<file path="src/rtl/core/nfba_pkg.sv">
// ----------------------------------------------------------------------------
// nfba_pkg
// Types and constants shared by the next-fit block allocator modules.
// ----------------------------------------------------------------------------
package nfba_pkg;

	localparam int MAX_BLOCKS_DEF   = 64;
	localparam int HEADER_BYTES_DEF = 16;
	localparam int POOL_BYTES_DEF   = 65535;

	localparam logic [1:0] REQ_INIT  = 2'd0;
	localparam logic [1:0] REQ_ALLOC = 2'd1;
	localparam logic [1:0] REQ_FREE  = 2'd2;
	localparam logic [1:0] REQ_NOP   = 2'd3;

	localparam logic [2:0] ST_OK      = 3'd0;
	localparam logic [2:0] ST_NOFIT   = 3'd1;
	localparam logic [2:0] ST_NULL    = 3'd2;
	localparam logic [2:0] ST_UNKNOWN = 3'd3;
	localparam logic [2:0] ST_SMALL   = 3'd4;

	typedef struct packed {
		logic [1:0]  req_type;
		logic [15:0] request_size;
		logic [31:0] free_address;
	} req_t;

	typedef struct packed {
		logic [31:0] grant_address;
		logic [2:0]  status;
	} rsp_t;

	// Datapath operations commanded by the controller.
	localparam logic [3:0] OP_NONE    = 4'd0;
	localparam logic [3:0] OP_INIT    = 4'd1;
	localparam logic [3:0] OP_RD      = 4'd2;  // read entry at idx
	localparam logic [3:0] OP_SHUP    = 4'd3;  // entry idx+1 <= entry idx
	localparam logic [3:0] OP_SPLIT   = 4'd4;  // write split remainder at idx+1
	localparam logic [3:0] OP_MARK    = 4'd5;  // set used at idx
	localparam logic [3:0] OP_CLR     = 4'd6;  // clear used at idx
	localparam logic [3:0] OP_GROW    = 4'd7;  // length[idx] += held len + header
	localparam logic [3:0] OP_SHDN    = 4'd8;  // entry idx <= held entry (from idx+1)

	typedef struct packed {
		logic [3:0]  op;
		logic [15:0] size;
	} cmd_t;

	typedef struct packed {
		logic [15:0] offset;
		logic [15:0] length;
		logic        used;
	} entry_t;

endpackage

</file>
<file path="src/rtl/core/nfba_datapath.sv">
// ----------------------------------------------------------------------------
// nfba_datapath
// Block table memory with one read port and one write port, plus the
// arithmetic for splitting and merging entries.
// ----------------------------------------------------------------------------
module nfba_datapath #(
	parameter int MAX_BLOCKS   = nfba_pkg::MAX_BLOCKS_DEF,
	parameter int HEADER_BYTES = nfba_pkg::HEADER_BYTES_DEF,
	localparam int IW = $clog2(MAX_BLOCKS)
) (
	input  logic             clk,
	input  nfba_pkg::cmd_t   cmd,
	input  logic [IW-1:0]    idx,
	output nfba_pkg::entry_t rd_entry
);

	localparam logic [15:0] HDR = 16'(HEADER_BYTES);

	nfba_pkg::entry_t mem_q [MAX_BLOCKS];
	nfba_pkg::entry_t rd_q;
	logic             we;
	logic [IW-1:0]    wa;
	nfba_pkg::entry_t wd;
	logic [IW-1:0]    ra;

	// Split writes two entries: the remainder first, the granted block next.
	always_comb begin
		we = 1'b0;
		wa = idx;
		wd = rd_q;
		ra = idx;
		case (cmd.op)
			nfba_pkg::OP_INIT: begin
				we = 1'b1;
				wa = '0;
				wd = '{offset: 16'd0, length: cmd.size - HDR, used: 1'b0};
			end
			nfba_pkg::OP_SHUP: begin
				we = 1'b1;
				wa = idx + IW'(1);
				wd = rd_q;
			end
			nfba_pkg::OP_SPLIT: begin
				we = 1'b1;
				wa = idx + IW'(1);
				wd = '{offset: rd_q.offset + HDR + cmd.size,
					length: rd_q.length - cmd.size - HDR, used: 1'b0};
			end
			nfba_pkg::OP_MARK: begin
				we = 1'b1;
				wd = '{offset: rd_q.offset, length: cmd.size, used: 1'b1};
			end
			nfba_pkg::OP_CLR: begin
				we = 1'b1;
				wd = '{offset: rd_q.offset, length: rd_q.length, used: 1'b0};
			end
			nfba_pkg::OP_GROW: begin
				we = 1'b1;
				wd = '{offset: rd_q.offset, length: rd_q.length + cmd.size + HDR,
					used: rd_q.used};
			end
			nfba_pkg::OP_SHDN: begin
				we = 1'b1;
			end
			default: begin
				we = 1'b0;
			end
		endcase
	end

	always_ff @(posedge clk) begin
		if (we) begin
			mem_q[wa] <= wd;
		end
		if (cmd.op == nfba_pkg::OP_RD) begin
			rd_q <= mem_q[ra];
		end
	end

	assign rd_entry = rd_q;

endmodule

</file>
<file path="src/rtl/core/nfba_ctrl.sv">
// ----------------------------------------------------------------------------
// nfba_ctrl
// Sequencer for init, allocate and free: scans the table one entry at a
// time and steps the datapath through shifts, splits and merges.
// ----------------------------------------------------------------------------
module nfba_ctrl #(
	parameter int MAX_BLOCKS   = nfba_pkg::MAX_BLOCKS_DEF,
	parameter int HEADER_BYTES = nfba_pkg::HEADER_BYTES_DEF,
	parameter int POOL_BYTES   = nfba_pkg::POOL_BYTES_DEF,
	localparam int IW = $clog2(MAX_BLOCKS),
	localparam int CW = $clog2(MAX_BLOCKS + 1)
) (
	input  logic             clk,
	input  logic             arst_n,
	input  logic             in_valid,
	output logic             in_stall,
	input  nfba_pkg::req_t   in_data,
	output logic             out_valid,
	input  logic             out_stall,
	output nfba_pkg::rsp_t   out_data,
	input  logic [31:0]      pool_base,
	output nfba_pkg::cmd_t   cmd,
	output logic [IW-1:0]    idx,
	input  nfba_pkg::entry_t rd_entry
);

	localparam logic [15:0] HDR = 16'(HEADER_BYTES);
	localparam logic [CW-1:0] MAXC = CW'(MAX_BLOCKS);

	localparam logic [4:0] S_BOOT   = 5'd0;
	localparam logic [4:0] S_IDLE   = 5'd1;
	localparam logic [4:0] S_ARD    = 5'd2;
	localparam logic [4:0] S_ACHK   = 5'd3;
	localparam logic [4:0] S_SHRD   = 5'd4;
	localparam logic [4:0] S_SHWR   = 5'd5;
	localparam logic [4:0] S_SPRD   = 5'd6;
	localparam logic [4:0] S_SPWR   = 5'd7;
	localparam logic [4:0] S_MARK   = 5'd8;
	localparam logic [4:0] S_FRD    = 5'd9;
	localparam logic [4:0] S_FCHK   = 5'd10;
	localparam logic [4:0] S_CLR    = 5'd11;
	localparam logic [4:0] S_NBRD   = 5'd12;
	localparam logic [4:0] S_NBCHK  = 5'd13;
	localparam logic [4:0] S_FLDRD  = 5'd14; // read entry k (to fold)
	localparam logic [4:0] S_FLDLEN = 5'd15; // read entry k-1
	localparam logic [4:0] S_FLDGRW = 5'd16;
	localparam logic [4:0] S_FLDSRD = 5'd17; // read j+1
	localparam logic [4:0] S_FLDSWR = 5'd18; // write j
	localparam logic [4:0] S_FLDEND = 5'd19;
	localparam logic [4:0] S_DONE   = 5'd20;

	logic [4:0]     state_q;
	logic [CW-1:0]  count_q;
	logic [IW-1:0]  rover_q;
	logic [CW-1:0]  i_q;      // scan or fold position
	logic [CW-1:0]  j_q;      // shift position
	logic [IW-1:0]  hit_q;    // granted or freed entry
	logic [15:0]    size_q;
	logic [31:0]    addr_q;
	logic [15:0]    len_q;    // length of folded entry
	logic           split_q;
	logic           rov_used_q;
	logic           fold2_q;  // second (upper) fold under way
	logic           valid_q;
	nfba_pkg::rsp_t rsp_q;
	logic [31:0]    pay;

	assign pay = pool_base + 32'(rd_entry.offset) + 32'(HDR);
	assign in_stall  = (state_q != S_IDLE) || valid_q;
	assign out_valid = valid_q;
	assign out_data  = rsp_q;

	always_comb begin
		cmd = '{op: nfba_pkg::OP_NONE, size: size_q};
		idx = i_q[IW-1:0];
		case (state_q)
			S_BOOT:   cmd.op = nfba_pkg::OP_INIT;
			S_ARD, S_FRD, S_NBRD, S_FLDRD: cmd.op = nfba_pkg::OP_RD;
			S_SHRD:   begin cmd.op = nfba_pkg::OP_RD; idx = IW'(j_q - CW'(1)); end
			S_SHWR:   begin cmd.op = nfba_pkg::OP_SHUP; idx = IW'(j_q - CW'(1)); end
			S_SPRD:   begin cmd.op = nfba_pkg::OP_RD; idx = hit_q; end
			S_SPWR:   begin cmd.op = nfba_pkg::OP_SPLIT; idx = hit_q; end
			S_MARK:   begin
				cmd.op = nfba_pkg::OP_MARK; idx = hit_q;
				cmd.size = split_q ? size_q : rd_entry.length;
			end
			S_CLR:    begin cmd.op = nfba_pkg::OP_CLR; idx = hit_q; end
			S_FLDLEN: begin cmd.op = nfba_pkg::OP_RD; idx = IW'(i_q - CW'(1)); end
			S_FLDGRW: begin
				cmd.op = nfba_pkg::OP_GROW; cmd.size = len_q;
				idx = IW'(i_q - CW'(1));
			end
			S_FLDSRD: begin cmd.op = nfba_pkg::OP_RD; idx = IW'(j_q + CW'(1)); end
			S_FLDSWR: begin cmd.op = nfba_pkg::OP_SHDN; idx = j_q[IW-1:0]; end
			default:  cmd.op = nfba_pkg::OP_NONE;
		endcase
		if (state_q == S_BOOT) begin
			cmd.size = 16'(POOL_BYTES);
		end
		if (state_q == S_IDLE && in_valid && !valid_q
				&& in_data.req_type == nfba_pkg::REQ_INIT
				&& in_data.request_size >= HDR) begin
			cmd.op = nfba_pkg::OP_INIT;
			cmd.size = in_data.request_size;
		end
	end

	always_ff @(posedge clk or negedge arst_n) begin
		if (!arst_n) begin
			state_q <= S_BOOT;
			count_q <= CW'(1);
			rover_q <= '0;
			valid_q <= 1'b0;
			i_q <= '0;
			j_q <= '0;
			hit_q <= '0;
			size_q <= '0;
			addr_q <= '0;
			len_q <= '0;
			split_q <= 1'b0;
			rov_used_q <= 1'b0;
			fold2_q <= 1'b0;
			rsp_q <= '0;
		end else begin
			if (valid_q && !out_stall) begin
				valid_q <= 1'b0;
			end
			case (state_q)
				S_BOOT: state_q <= S_IDLE;
				S_IDLE: begin
					if (in_valid && !valid_q) begin
						size_q <= in_data.request_size;
						addr_q <= in_data.free_address;
						rsp_q <= '{grant_address: 32'd0, status: nfba_pkg::ST_OK};
						case (in_data.req_type)
							nfba_pkg::REQ_INIT: begin
								if (in_data.request_size < HDR) begin
									rsp_q.status <= nfba_pkg::ST_SMALL;
								end else begin
									count_q <= CW'(1);
									rover_q <= '0;
								end
								state_q <= S_DONE;
							end
							nfba_pkg::REQ_ALLOC: begin
								i_q <= CW'(rover_q);
								state_q <= S_ARD;
							end
							nfba_pkg::REQ_FREE: begin
								i_q <= '0;
								state_q <= (in_data.free_address == 32'd0) ? S_DONE : S_FRD;
								if (in_data.free_address == 32'd0) begin
									rsp_q.status <= nfba_pkg::ST_NULL;
								end
							end
							default: state_q <= S_DONE;
						endcase
					end
				end
				S_ARD: begin
					if (i_q >= count_q) begin
						rsp_q.status <= nfba_pkg::ST_NOFIT;
						state_q <= S_DONE;
					end else begin
						state_q <= S_ACHK;
					end
				end
				S_ACHK: begin
					// The first entry examined is the rover entry; keep its used mark.
					if (i_q == CW'(rover_q)) begin
						rov_used_q <= rd_entry.used;
					end
					if (!rd_entry.used && rd_entry.length >= size_q) begin
						hit_q <= i_q[IW-1:0];
						rsp_q.grant_address <= pay;
						if ((rd_entry.length - size_q > HDR) && count_q < MAXC) begin
							split_q <= 1'b1;
							j_q <= count_q;
							state_q <= (count_q > i_q + CW'(1)) ? S_SHRD : S_SPRD;
						end else begin
							split_q <= 1'b0;
							state_q <= S_MARK;
						end
					end else begin
						i_q <= i_q + CW'(1);
						state_q <= S_ARD;
					end
				end
				S_SHRD: state_q <= S_SHWR;
				S_SHWR: begin
					j_q <= j_q - CW'(1);
					state_q <= (j_q - CW'(1) > CW'(hit_q) + CW'(1)) ? S_SHRD : S_SPRD;
				end
				S_SPRD: state_q <= S_SPWR;
				S_SPWR: begin
					count_q <= count_q + CW'(1);
					state_q <= S_MARK;
				end
				S_MARK: begin
					// The rover entry is in use now if it is the granted one or was
					// already in use when the scan passed it.
					if (split_q && (rover_q == hit_q || rov_used_q)) begin
						rover_q <= hit_q + IW'(1);
					end
					state_q <= S_DONE;
				end
				S_FRD: begin
					if (i_q >= count_q) begin
						rsp_q.status <= nfba_pkg::ST_UNKNOWN;
						state_q <= S_DONE;
					end else begin
						state_q <= S_FCHK;
					end
				end
				S_FCHK: begin
					if (pay == addr_q) begin
						hit_q <= i_q[IW-1:0];
						state_q <= S_CLR;
					end else begin
						i_q <= i_q + CW'(1);
						state_q <= S_FRD;
					end
				end
				S_CLR: begin
					fold2_q <= 1'b0;
					if (hit_q != '0) begin
						i_q <= CW'(hit_q) - CW'(1);
						state_q <= S_NBRD;
					end else begin
						i_q <= CW'(1);
						fold2_q <= 1'b1;
						state_q <= (count_q > CW'(1)) ? S_NBRD : S_FLDEND;
					end
				end
				S_NBRD: state_q <= S_NBCHK;
				S_NBCHK: begin
					if (!rd_entry.used) begin
						i_q <= fold2_q ? i_q : i_q + CW'(1);
						state_q <= S_FLDRD;
					end else if (!fold2_q) begin
						fold2_q <= 1'b1;
						i_q <= CW'(hit_q) + CW'(1);
						state_q <= (CW'(hit_q) + CW'(1) < count_q) ? S_NBRD : S_FLDEND;
					end else begin
						state_q <= S_FLDEND;
					end
				end
				S_FLDRD: state_q <= S_FLDLEN;
				S_FLDLEN: begin
					len_q <= rd_entry.length;
					state_q <= S_FLDGRW;
				end
				S_FLDGRW: begin
					j_q <= i_q;
					state_q <= (i_q + CW'(1) < count_q) ? S_FLDSRD : S_FLDEND;
					if (!(i_q + CW'(1) < count_q)) begin
						count_q <= count_q - CW'(1);
						if (CW'(rover_q) >= i_q) rover_q <= rover_q - IW'(1);
					end
				end
				S_FLDSRD: state_q <= S_FLDSWR;
				S_FLDSWR: begin
					j_q <= j_q + CW'(1);
					if (j_q + CW'(2) < count_q) begin
						state_q <= S_FLDSRD;
					end else begin
						count_q <= count_q - CW'(1);
						if (CW'(rover_q) >= i_q) rover_q <= rover_q - IW'(1);
						state_q <= S_FLDEND;
					end
				end
				S_FLDEND: begin
					// After a fold with the lower neighbour the freed block is at k-1.
					if (!fold2_q) begin
						fold2_q <= 1'b1;
						hit_q <= IW'(i_q - CW'(1));
						i_q <= i_q;
						state_q <= (i_q < count_q) ? S_NBRD : S_DONE;
					end else begin
						if (hit_q < rover_q) rover_q <= hit_q;
						state_q <= S_DONE;
					end
				end
				S_DONE: begin
					valid_q <= 1'b1;
					state_q <= S_IDLE;
				end
				default: state_q <= S_IDLE;
			endcase
		end
	end

	property p_count_range;
		@(posedge clk) disable iff (!arst_n) (count_q >= CW'(1)) && (count_q <= MAXC);
	endproperty
	a_count_range: assert property (p_count_range) else $error("block count out of range");

	a_rover_range: assert property (@(posedge clk) disable iff (!arst_n)
		state_q == S_IDLE |-> CW'(rover_q) < count_q)
		else $error("rover beyond table");

	a_result_on_done: assert property (@(posedge clk) disable iff (!arst_n)
		state_q == S_DONE |=> valid_q) else $error("result not raised");

endmodule

</file>
<file path="src/rtl/core/next_fit_block_allocator_core.sv">
// ----------------------------------------------------------------------------
// next_fit_block_allocator_core
// Next-fit pool allocator with an address-ordered block table.
// ----------------------------------------------------------------------------
// One request is handled at a time, each giving one result. Init rewrites
// the table as one free block; allocate scans the table from the rover and
// shifts the entries above the hit up on a split; free searches from the
// first entry and shifts entries down for each merge. A request is taken
// only once the previous result has been transferred.
module next_fit_block_allocator_core #(
	parameter int MAX_BLOCKS   = nfba_pkg::MAX_BLOCKS_DEF,
	parameter int HEADER_BYTES = nfba_pkg::HEADER_BYTES_DEF,
	parameter int POOL_BYTES   = nfba_pkg::POOL_BYTES_DEF
) (
	input  logic           clk,
	input  logic           arst_n,
	input  logic           cfg_we,
	input  logic [31:0]    cfg_wdata,
	input  logic           in_valid,
	output logic           in_stall,
	input  nfba_pkg::req_t in_data,
	output logic           out_valid,
	input  logic           out_stall,
	output nfba_pkg::rsp_t out_data
);

	localparam int IW = $clog2(MAX_BLOCKS);

	logic [31:0]      pool_base_q;
	nfba_pkg::cmd_t   cmd;
	logic [IW-1:0]    idx;
	nfba_pkg::entry_t rd_entry;

	always_ff @(posedge clk or negedge arst_n) begin
		if (!arst_n) begin
			pool_base_q <= 32'd0;
		end else if (cfg_we) begin
			pool_base_q <= cfg_wdata;
		end
	end

	nfba_ctrl #(.MAX_BLOCKS(MAX_BLOCKS), .HEADER_BYTES(HEADER_BYTES),
		.POOL_BYTES(POOL_BYTES)) u_ctrl (
		.clk(clk), .arst_n(arst_n),
		.in_valid(in_valid), .in_stall(in_stall), .in_data(in_data),
		.out_valid(out_valid), .out_stall(out_stall), .out_data(out_data),
		.pool_base(pool_base_q), .cmd(cmd), .idx(idx), .rd_entry(rd_entry)
	);

	nfba_datapath #(.MAX_BLOCKS(MAX_BLOCKS), .HEADER_BYTES(HEADER_BYTES)) u_dp (
		.clk(clk), .cmd(cmd), .idx(idx), .rd_entry(rd_entry)
	);

endmodule

</file>
<file path="config.mk">
export PLATFORM = sky130hd
export DESIGN_NAME = next_fit_block_allocator_core
export DESIGN_NICKNAME = d
export VERILOG_FILES = /design/src/rtl/core/nfba_pkg.sv /design/src/rtl/core/nfba_datapath.sv /design/src/rtl/core/nfba_ctrl.sv /design/src/rtl/core/next_fit_block_allocator_core.sv
export SDC_FILE = /design/constraint.sdc
export NUM_CORES = 2
export LEC_CHECK = 0
export BUFFER_PORTS_ARGS = -buffer_cell sky130_fd_sc_hd__buf_2
export CELL_PAD_IN_SITES_DETAIL_PLACEMENT = 1
export CELL_PAD_IN_SITES_GLOBAL_PLACEMENT = 1
export CORE_UTILIZATION = 30
export CTS_BUF_LIST = sky130_fd_sc_hd__clkbuf_4 sky130_fd_sc_hd__clkbuf_8
export CTS_CLUSTER_DIAMETER = 60
export CTS_CLUSTER_SIZE = 12
export DETAILED_ROUTE_END_ITERATION = 7
export HOLD_SLACK_MARGIN = 0.06
export PLACE_DENSITY_LB_ADDON = 0.25
export SLEW_MARGIN = 25
export SYNTH_ARGS = -nofsm -noshare
export SYNTH_HDL_FRONTEND = slang
export SYNTH_SLANG_ARGS = --single-unit
</file>
<file path="constraint.sdc">
create_clock -name clk -period 11.2 [get_ports clk]
set_input_delay 2.24 -clock clk [delete_from_list [all_inputs] [get_ports clk]]
set_output_delay 2.24 -clock clk [all_outputs]
set_load 0.05 [all_outputs]
</file>
==> results.toml <==
[timing]
rsz0062_at_grt = "no"
hold_violations = 0
skew_ns = 0.0898
maxSlewViolCount = 0
relSlewSlack = 0.201
timing.final.crit_share = 0.659
tightestPinTransition_ns = 1.19
setup_viol = 0
finalCriticalPeriod_ns = 7.39
fin_tns_setup_ns = 0
layout_setup_ws_ns = 3.81
max_freq_mhz = 135

[synth]
ys_types = 104
syn_inst = 7633
synthesis.nets = 7926
synth_seq_cells = 2318
synth-edff-count = 2145
yosys_warnings = 0
syn_area_per_cell_um2 = 13.2
async_flop_share = 0.0746
synth_ff_type = "edfxtp_1"
yosysSeqAreaShare = 0.683
syn_area_mm2 = 0.101

[hold_path]
min_path_cells = 2
worstHoldEndpoint = "u_ctrl.out_data[10]"
worstHoldStart = "u_ctrl.out_data[10]"
hold_class = "flip-flop to flip-flop"

[detailed_routing]
drtIter0Drc = 5921
via_per_inst = 5.45
ant_nets = 0
drt_drc_violations_left = 0
via_count = 66600
routed_wl_um = 345000
wire_per_inst_um = 28.3
drtPass1Iterations = 5

[floorplanning]
core-area_mm2 = 0.334
die_h_um = 581
die_w_um = 581
initial_utilization = 0.302
rows = 212
dieArea_mm2 = 0.338
io_pins = 124

[finish]
post-route-util = 0.334
syn_to_final_growth_pct = 10.8
drive_gt1_frac = 0.136
final_nets = 8026
final_cells = 12200
fillers = 35300

[global_routing]
grt_pass1_vias = 68000
grtUsageMet3 = 0.0261
grt-busiest-layer = "met2"
antenna_found_initial = 26
grt_max_degree = 139
grt_util_met1 = 0.281
grt_pass1_wl_um = 496000
overflow = 0
use_met2 = 0.322
grt_usage = 0.199

[cts]
root_buffer = "clkbuf_8"
clock_sinks = 2318
clk_pin_slew_ns = 0.08
clock_latency_ns = 1.08
cts_made_buffers = 234
ctsHoldBuffers = 0
post_cts_resize_count = 0
postCtsSetupBuffers = 0
htree_levels = 4
cts_tree = "built"
cts.path.max_buffers = 4

[run_status]
status = "finished, final reports clean"

[worst_setup_path]
startpoint_type = "input pin"
rr_worst_depth = 14
end_kind = "flip-flop"
cp.required_ns = 11.91
worstReg2RegStart = "u_ctrl.state_q[2]"
path_max_fanout = 64
critPathKind = "input pin to flip-flop"
reg2reg_slack_ns = 4.01
arrival_ns = 8.09
reg2reg_to = "u_dp.mem_q[6][24]"

[place]
post-dp-hpwl_um = 203000
dp_slack_ns = 2.36
gp_congestion = 0.862
port_buffers = 123
dp.cells = 11900

[run]
max-cap-violations = 0
-- metal layers --
metal / part of all wire / wire (um)
met2: 0.47 / 161000
met4: 0.024 / 8410
met1: 0.45 / 157000
met3: 0.057 / 19800
met5: 0.000038 / 13
-- per-stage QoR --
stage	area [um^2]	hold WS [ns]
3_5_place_dp	108000	0.467
4_1_cts	111000	0.485
5_1_grt	112000	0.522
6_report	112000	0.482
2_1_floorplan	101000	0.468
3_3_place_gp	108000	0.458
-- final cells by class --
| type | instances | area [um^2] | share of cell area |
|---|---|---|---|
| inverter | 158 | 608 | 0.00545 |
| sequential | 2318 | 68700 | 0.616 |
| timing repair buffer | 345 | 2440 | 0.0219 |
| clock inverter | 36 | 299 | 0.00268 |
| clock buffer | 251 | 3370 | 0.0302 |
| antenna | 45 | 113 | 0.00101 |
| multi-input combinational | 4676 | 30500 | 0.274 |
| tap | 4387 | 5490 | 0.0492 |
-- critical path, cell delays in order --
cell,delay [ns]
buf_2,0.07
nor2b_1,0.58
nand4_1,0.20
nand2b_1,0.25
o21ai_0,0.57
inv_1,0.16
ha_1,0.36
inv_1,0.05
ha_1,0.21
fa_1,0.50
a211o_1,0.29
o211ai_1,0.16
a21oi_1,0.16
a41o_1,0.28
o41ai_1,0.47
o21ai_0,0.22
xnor2_1,0.17
o22ai_1,0.19
o21ai_1,0.15
a21oi_4,0.18
buf_4,0.58
-- sequential cells by signal (all words and copies together) (netlist names), 16 cells and up --
signal           flops
u_dp.rd_entry       33
u_ctrl.addr_q       32
u_ctrl.out_data     35
u_dp.mem_q        2112
pool_base_q         32
u_ctrl.size_q       16
u_ctrl.len_q        16
-- worst max path at each step --
stage | startpoint | end | slack, ns | cells after the start
floorplan | in_data[47] | u_dp.mem_q[0][32] | 1.92 | 22
global placement | in_data[46] | u_dp.mem_q[1][15] | 2.40 | 21
detailed placement | in_valid | u_dp.mem_q[9][15] | 2.36 | 19
CTS | in_valid | u_dp.mem_q[6][15] | 3.49 | 19
global route | in_valid | u_dp.mem_q[42][16] | 3.38 | 21
finish | in_valid | u_dp.mem_q[49][16] | 3.81 | 21
-- synthesized netlist by cell type (132+ instances only) --
master    number  area share
a31oi_1      230       0.014
mux4_2       132       0.030
dfrtp_1      172       0.043
nand2_1     1657       0.062
nand3_1      329       0.016
edfxtp_1    2145        0.64
buf_2        133      0.0066
and3_1       255       0.016
clkbuf_1     294       0.011
a21oi_1      377       0.019
ha_1         201       0.025
o21ai_0      149      0.0074
inv_1        155      0.0058
nor2_1       205      0.0076
-- cell usage in the layout (no fill, tap or decap), drive strengths merged, types with 14 or more instances in the layout --
cell type	count
nor2b	28
nor4	54
xnor2	77
a21oi	378
a32oi	69
o221ai	15
o21ai	157
clkbuf	251
o32ai	109
clkinv	16
a21o	23
a22o	15
buf	345
o22ai	17
nor3	65
a211oi	27
ha	201
edfxtp	2145
a31oi	231
o21a	19
mux4	132
nand4	62
a221oi	26
and3	255
xor2	46
nand2b	28
mux2	91
o31ai	42
mux2i	14
dfrtp	172
nand2	1657
nand3	329
or3	16
diode	45
nor2	205
a22oi	79
inv	173
-- logic make-up after synthesis --
family,share of synthesized area
DFF,0.683
buffers and inverters,0.0260
AOI/OAI and AO/OA,0.0896
muxes,0.0411
xor gates and xnor gates,0.0130
and+or+nand+nor,0.122
adders and majority gates,0.0260
Power is not shown: default switching activity piles up to over one toggle a cycle in this logic, so the estimate is an artifact.
